===== config.mk =====
export PLATFORM = sky130hd
export DESIGN_NAME = cbd_pair_unit
export DESIGN_NICKNAME = d
export VERILOG_FILES = /design/src/sv/cbd_pkg.sv /design/src/sv/cbd_pair_unit.sv
export SDC_FILE = /design/constraint.sdc
export NUM_CORES = 2
export LEC_CHECK = 0
export ABC_AREA = 1
export ABC_CLOCK_PERIOD_IN_PS = 15100
export BUFFER_PORTS_ARGS = -buffer_cell sky130_fd_sc_hd__buf_2
export CAP_MARGIN = 20
export CORE_MARGIN = 1.5
export CORE_UTILIZATION = 45
export CTS_CLUSTER_SIZE = 10
export DETAILED_ROUTE_END_ITERATION = 10
export GPL_TIMING_DRIVEN = 0
export PLACE_DENSITY_LB_ADDON = 0.15
export SLEW_MARGIN = 20
export SYNTH_ARGS = -nofsm -noshare
export SYNTH_HDL_FRONTEND = slang
export SYNTH_SLANG_ARGS = --single-unit

===== constraint.sdc =====
create_clock -name clk -period 15.1 [get_ports clk]
set_input_delay 0.755 -clock clk [delete_from_list [all_inputs] [get_ports clk]]
set_output_delay 0.755 -clock clk [all_outputs]
set_load 0.005 [all_outputs]

===== src/sv/cbd_pkg.sv =====
// Types and constants shared by the bond detector modules
`default_nettype none

package cbd_pkg;

  localparam int MAX_ATOMS = 64;
  localparam int IDX_W     = 6;
  localparam int CNT_W     = $clog2(MAX_ATOMS + 1);
  localparam int ADDR_W    = $clog2(MAX_ATOMS);
  localparam int COORD_W   = 32;
  localparam int RAD_W     = 20;
  localparam int TOL_W     = 20;
  localparam int PADDR_W   = 3;

  localparam logic [TOL_W-1:0] TOL_RESET = TOL_W'(6554);
  localparam logic [20:0]      ONE_Q16   = 21'h10000;

  // register index, taken from paddr[2]
  localparam logic REG_TOLERANCE = 1'b0;

  typedef struct packed {
    logic                      first;
    logic signed [COORD_W-1:0] pos_x;
    logic signed [COORD_W-1:0] pos_y;
    logic signed [COORD_W-1:0] pos_z;
    logic        [RAD_W-1:0]   radius;
  } atom_t;

  typedef struct packed {
    logic [IDX_W-1:0] earlier_atom;
    logic [IDX_W-1:0] new_atom;
    logic             dropped;
    logic             last;
  } bond_t;

  // one stored atom
  typedef struct packed {
    logic signed [COORD_W-1:0] x;
    logic signed [COORD_W-1:0] y;
    logic signed [COORD_W-1:0] z;
    logic        [RAD_W-1:0]   r;
  } entry_t;

  typedef struct packed {
    logic start;
  } pair_ctl_t;

  typedef struct packed {
    logic done;
    logic bonded;
  } pair_sts_t;

endpackage

`default_nettype wire


===== src/sv/cbd_pair_unit.sv =====
// Pair test on one shared 32x32 multiplier: d2 * 2^32 <= ((1+tau)(ri+rj))^2
`default_nettype none

module cbd_pair_unit
  import cbd_pkg::*;
(
  input  wire logic             clk,
  input  wire logic             rst,
  input  wire pair_ctl_t        ctl,
  input  wire entry_t           cur,
  input  wire entry_t           stored,
  input  wire logic [TOL_W-1:0] tolerance,
  output      pair_sts_t        sts
);

  typedef enum logic [3:0] {
    P_IDLE, P_DIFF, P_MXX, P_MYY, P_MZZ, P_MRAD, P_MHH, P_MHL, P_MLL, P_ACC, P_CMP
  } pstate_t;

  pstate_t     state;
  logic [31:0] dx, dy, dz;
  logic [20:0] rsum, tolf;
  logic [63:0] prod;
  logic [65:0] d2;
  logic [41:0] m;
  logic [83:0] m2;
  logic [31:0] mul_a, mul_b;

  function automatic logic [31:0] abs_diff(logic signed [31:0] a, logic signed [31:0] b);
    logic signed [32:0] d;
    d = {a[31], a} - {b[31], b};
    return d[32] ? 32'(-d) : d[31:0];
  endfunction

  // operand select for the shared multiplier
  always_comb begin
    mul_a = '0;
    mul_b = '0;
    case (state)
      P_MXX:   begin mul_a = dx; mul_b = dx; end
      P_MYY:   begin mul_a = dy; mul_b = dy; end
      P_MZZ:   begin mul_a = dz; mul_b = dz; end
      P_MRAD:  begin mul_a = 32'(rsum); mul_b = 32'(tolf); end
      P_MHH:   begin mul_a = 32'(prod[41:21]); mul_b = 32'(prod[41:21]); end
      P_MHL:   begin mul_a = 32'(m[41:21]); mul_b = 32'(m[20:0]); end
      P_MLL:   begin mul_a = 32'(m[20:0]); mul_b = 32'(m[20:0]); end
      default: begin mul_a = '0; mul_b = '0; end
    endcase
  end

  always_ff @(posedge clk) begin
    prod <= mul_a * mul_b;
    if (rst) begin
      state <= P_IDLE;
    end else begin
      case (state)
        P_IDLE: begin
          if (ctl.start) state <= P_DIFF;
        end
        P_DIFF: begin
          dx    <= abs_diff(cur.x, stored.x);
          dy    <= abs_diff(cur.y, stored.y);
          dz    <= abs_diff(cur.z, stored.z);
          rsum  <= 21'(cur.r) + 21'(stored.r);
          tolf  <= ONE_Q16 + 21'(tolerance);
          state <= P_MXX;
        end
        P_MXX: state <= P_MYY;
        P_MYY: begin
          d2    <= 66'(prod);
          state <= P_MZZ;
        end
        P_MZZ: begin
          d2    <= d2 + 66'(prod);
          state <= P_MRAD;
        end
        P_MRAD: begin
          d2    <= d2 + 66'(prod);
          state <= P_MHH;
        end
        P_MHH: begin
          m     <= prod[41:0];
          state <= P_MHL;
        end
        P_MHL: begin
          m2    <= {prod[41:0], 42'b0};
          state <= P_MLL;
        end
        P_MLL: begin
          // cross term counted twice: shift by 22, not 21
          m2    <= m2 + {20'b0, prod[41:0], 22'b0};
          state <= P_ACC;
        end
        P_ACC: begin
          m2    <= m2 + 84'(prod[41:0]);
          state <= P_CMP;
        end
        P_CMP:   state <= P_IDLE;
        default: state <= P_IDLE;
      endcase
    end
  end

  // low 32 bits of d2 * 2^32 are zero, so compare against m2 >> 32
  assign sts.done   = (state == P_CMP);
  assign sts.bonded = (d2 <= 66'(m2[83:32]));

endmodule

`default_nettype wire


==> results.yml <==
power:
  switchingPower_mw: 3.41
  sw_frac_of_total: 0.519
  internal_power_mw: 3.16
  power.combinational.fraction: 0.560
  clock_power_share: 0.186
  p_leak_nw: 40.9
  power.ir.vdd_worst_uv: 82.2
  seqPwrFrac: 0.254
  cellPowerDensity_nw_per_um2: 83.6
logic_synthesis:
  post_synth.cell_area_avg_um2: 7.18
  synth-async-reset-ratio: 0
  synth_seq_cells: 398
  largest_family_of_logic_cells_by_synthesized_area: "adder cells"
  number_of_instances_in_the_synthesized_netlist: 10100
  synthXorXnorAreaFrac: 0.0279
  number_of_enable_type_register_cells_in_the_synthesized_netlist: 330
  seq_area_frac_synth: 0.155
  synth_compound_gate_area_share: 0.0888
  arithmetic_cell_share_of_the_synthesized_area_counting_full_adders_half_adders_and_majority_gates: 0.349
  post_synth_top_flop: "sky130_fd_sc_hd__edfxtp_1"
  synth.cell_area_um2: 72600
  cell_type_contributing_the_most_total_cell_area_after_synthesis: "sky130_fd_sc_hd__fa_1"
  syn_nets: 11800
  post-synth-top-area-fraction: 0.249
  synthMuxAreaShare: 0
  yosys.area_share.simple: 0.245
  largest_cells_by_area_after_synthesis: "sky130_fd_sc_hd__fa_1 (25%), sky130_fd_sc_hd__edfxtp_1 (14%), sky130_fd_sc_hd__nand2_1 (13%)"
  ys_types: 67
  synth_warn: 0
final_layout:
  final_cell_mix: "sky130_fd_sc_hd__nand2_1 (2,437), sky130_fd_sc_hd__inv_1 (2,290), sky130_fd_sc_hd__nor2_1 (1,057)"
  layout.core_utilization: 0.490
  flow.area_growth_from_synthesis_pct: 8.28
  finalNetCount: 12200
  final_common_cell: "sky130_fd_sc_hd__nand2_1"
  number_of_standard_cells_in_the_final_layout_excluding_fillers: 12600
  post_route_cells_drive_above_1_share: 0.0578
die:
  start_util: 0.453
  chipHeight_um: 405
  ios: 257
  floorplan.die_area_um2: 164000
  core_um2: 160000
  placement_rows: 147
  dieWidth_um: 405
run:
  maxCapViolCount: 0
sta:
  finalClockSkew_ns: 0.0359
  final-setup-viol-count: 0
  achievable-frequency_ghz: 0.0878
  slew_headroom: 0.104
  fin_crit_sh: 0.754
  timing.final.max_slew_violations: 0
  unrepaired_setup_endpoints_after_global_routing: "no"
  timing_worst_slew_pin_value_ns: 1.34
  post_route_setup_tns_ns: 0
  post-route-min-period_ns: 11.39
  hold_violations: 0
global_route:
  grt_start_max_net_pins: 31
  grt_remaining_overflow: 0
  grt_antenna_before_repair: 29
  grt_util_all_layers: 0.381
  first_global_vias: 67800
  grt_pass1_wl_um: 452000
worst_setup_path:
  timing.critical_path.from: "state[0]$_SDFFE_PP0P_"
  rr_endpoint: "prod[56]$_DFF_P_"
  setup.worst_path.end_class: "flip-flop"
  worst-endpoint-required_ns: 15.63
  setup.worst_path.start_class: "flip-flop"
  most_frequent_cell_on_critical_path: "sky130_fd_sc_hd__fa_1"
  crit-reg2reg-launch: "state[0]$_SDFFE_PP0P_"
  worst-r2r-setup-slack_ns: 3.71
  critPathSlowestCell: "sky130_fd_sc_hd__nor4_1"
  worst-path-max-fanout: 10
  critPathArrivalTime_ns: 11.91
  worstRegToRegCells: 34
  criticalPathCategory: "flip-flop to flip-flop"
  critical_path.endpoint: "prod[56]$_DFF_P_"
  critPathMaxStageDelay_ns: 0.93
cts:
  cts_max_path_buffers: 3
  cts_post_setup_buffers_inserted: 0
  cts_tree: "built"
  h_tree_depth: 2
  cts-buffers-inserted: 52
  clk_pin_slew_worst_paths_ns: 0.06
  cts_hold_buffers: 0
  cts_resized: 0
  source_to_sink_clock_delay_at_the_later_pin_of_the_worst_skew_pair_ns: 0.68
  clock_sinks: 398
  ctsRootBufferMaster: "sky130_fd_sc_hd__clkbuf_16"
routing:
  drtPass1Iterations: 6
  vias: 69100
  wirelength_um: 314000
  antenna_violating_nets_post_route: 0
  dr.first_iter.drc_count: 7489
  drcViolationCount: 0
  route.detailed.vias_per_inst: 5.47
  routed_wire_length_per_instance_um: 24.8
placed_design:
  gp_congestion: 1.03
  place.detailed.instances: 12500
  detailed_placement_hpwl_um: 267000
  io_buffer_count: 255
outcome:
  status: "finished clean"
hold_path:
  hold_path.class: "input pin to flip-flop"
[synth_stat cells, types with 79 or more instances]
library cell / count
sky130_fd_sc_hd__clkbuf_1: 81
sky130_fd_sc_hd__nand2_1: 2437
sky130_fd_sc_hd__nor3_1: 112
sky130_fd_sc_hd__inv_1: 2290
sky130_fd_sc_hd__ha_1: 583
sky130_fd_sc_hd__a21oi_1: 480
sky130_fd_sc_hd__xor2_1: 132
sky130_fd_sc_hd__xnor2_1: 89
sky130_fd_sc_hd__o21ai_0: 380
sky130_fd_sc_hd__edfxtp_1: 330
sky130_fd_sc_hd__nor2_1: 1060
sky130_fd_sc_hd__nand4_1: 79
sky130_fd_sc_hd__buf_2: 105
sky130_fd_sc_hd__nand3_1: 439
sky130_fd_sc_hd__fa_1: 903
[flip-flops by register name, indices dropped and copies added, names as in the netlist, 21 cells and up]
name	count
dz	32
tolf	21
prod	64
rsum	21
m2	84
d2	66
dy	32
dx	32
m	42
[worst min-delay path by stage]
stage,from,end,slack [ns],cells after the start
floorplan,state[3]$_SDFFE_PP0P_,state[0]$_SDFFE_PP0P_,0.50,1
global placement,prod[50]$_DFF_P_,d2[50]$_DFFE_PP_,0.54,2
detailed placement,state[3]$_SDFFE_PP0P_,state[0]$_SDFFE_PP0P_,0.54,1
CTS,tolerance[6],tolf[6]$_DFFE_PP_,0.22,1
global route,tolerance[6],tolf[6]$_DFFE_PP_,0.24,1
finish,tolerance[0],tolf[0]$_DFFE_PP_,0.25,1
[cells by family after synthesis]
logic type / count (synthesis)
XOR/XNOR: 225
AND/OR/NAND/NOR: 4318
flip-flops: 398
AO/OA/AOI/OAI: 1144
buffers and inverters: 2536
adder cells (fa/ha/maj): 1486
[power by group through the flow]
stage / Sequential [mW] / Clock (mW) / Combinational [mW]
5_1_grt: 1.65 / 1.27 / 3.98
6_report: 1.67 / 1.22 / 3.68
3_3_place_gp: 1.68 / 0 / 3.55
2_1_floorplan: 1.44 / 0 / 2.27
3_5_place_dp: 1.67 / 0 / 3.58
4_1_cts: 1.65 / 1.23 / 3.61
[metrics by stage]
stage	instance area (um^2)	worst slack [ns]	total power [mW]	hold WS (ns)
finish	78600	3.71	6.57	0.253
global route	78600	3.51	6.90	0.237
floorplan	72600	7.45	3.70	0.504
CTS	78600	3.96	6.49	0.222
global placement	76600	3.98	5.24	0.535
detailed placement	77000	4.01	5.25	0.536
[critical path: cells and delay by family (launching register included)]
| family | cells | cell delay (ns) |
|---|---|---|
| fa+ha+maj | 9 | 4.47 |
| simple gates | 10 | 3.08 |
| buf+inv | 10 | 1.77 |
| compound gates | 4 | 1.24 |
| xor+xnor | 1 | 0.35 |
| flops | 1 | 0.30 |
[metal layers]
| layer | wire length [um] | up-vias | GRT usage |
|---|---|---|---|
| li1 | - | 31800 | - |
| met1 | 128000 | 33300 | 0.509 |
| met2 | 137000 | 3335 | 0.591 |
| met3 | 31700 | 669 | 0.0818 |
| met4 | 17100 | 24 | 0.176 |
| met5 | 161 | - | 0 |
[area by class of cell]
| class | instances | area (um^2) |
|---|---|---|
| Clock inverter | 20 | 188 |
| Buffer | 207 | 953 |
| Fill cell | 16600 | 81800 |
| Tap cell | 2160 | 2700 |
| Clock buffer | 77 | 1430 |
| Multi-Input combinational cell | 7173 | 51700 |
| Inverter | 2329 | 8740 |
| Sequential cell | 398 | 11300 |
| Antenna cell | 3 | 7.51 |
| Timing Repair Buffer | 273 | 1630 |
(Power assumes the default switching activity.)
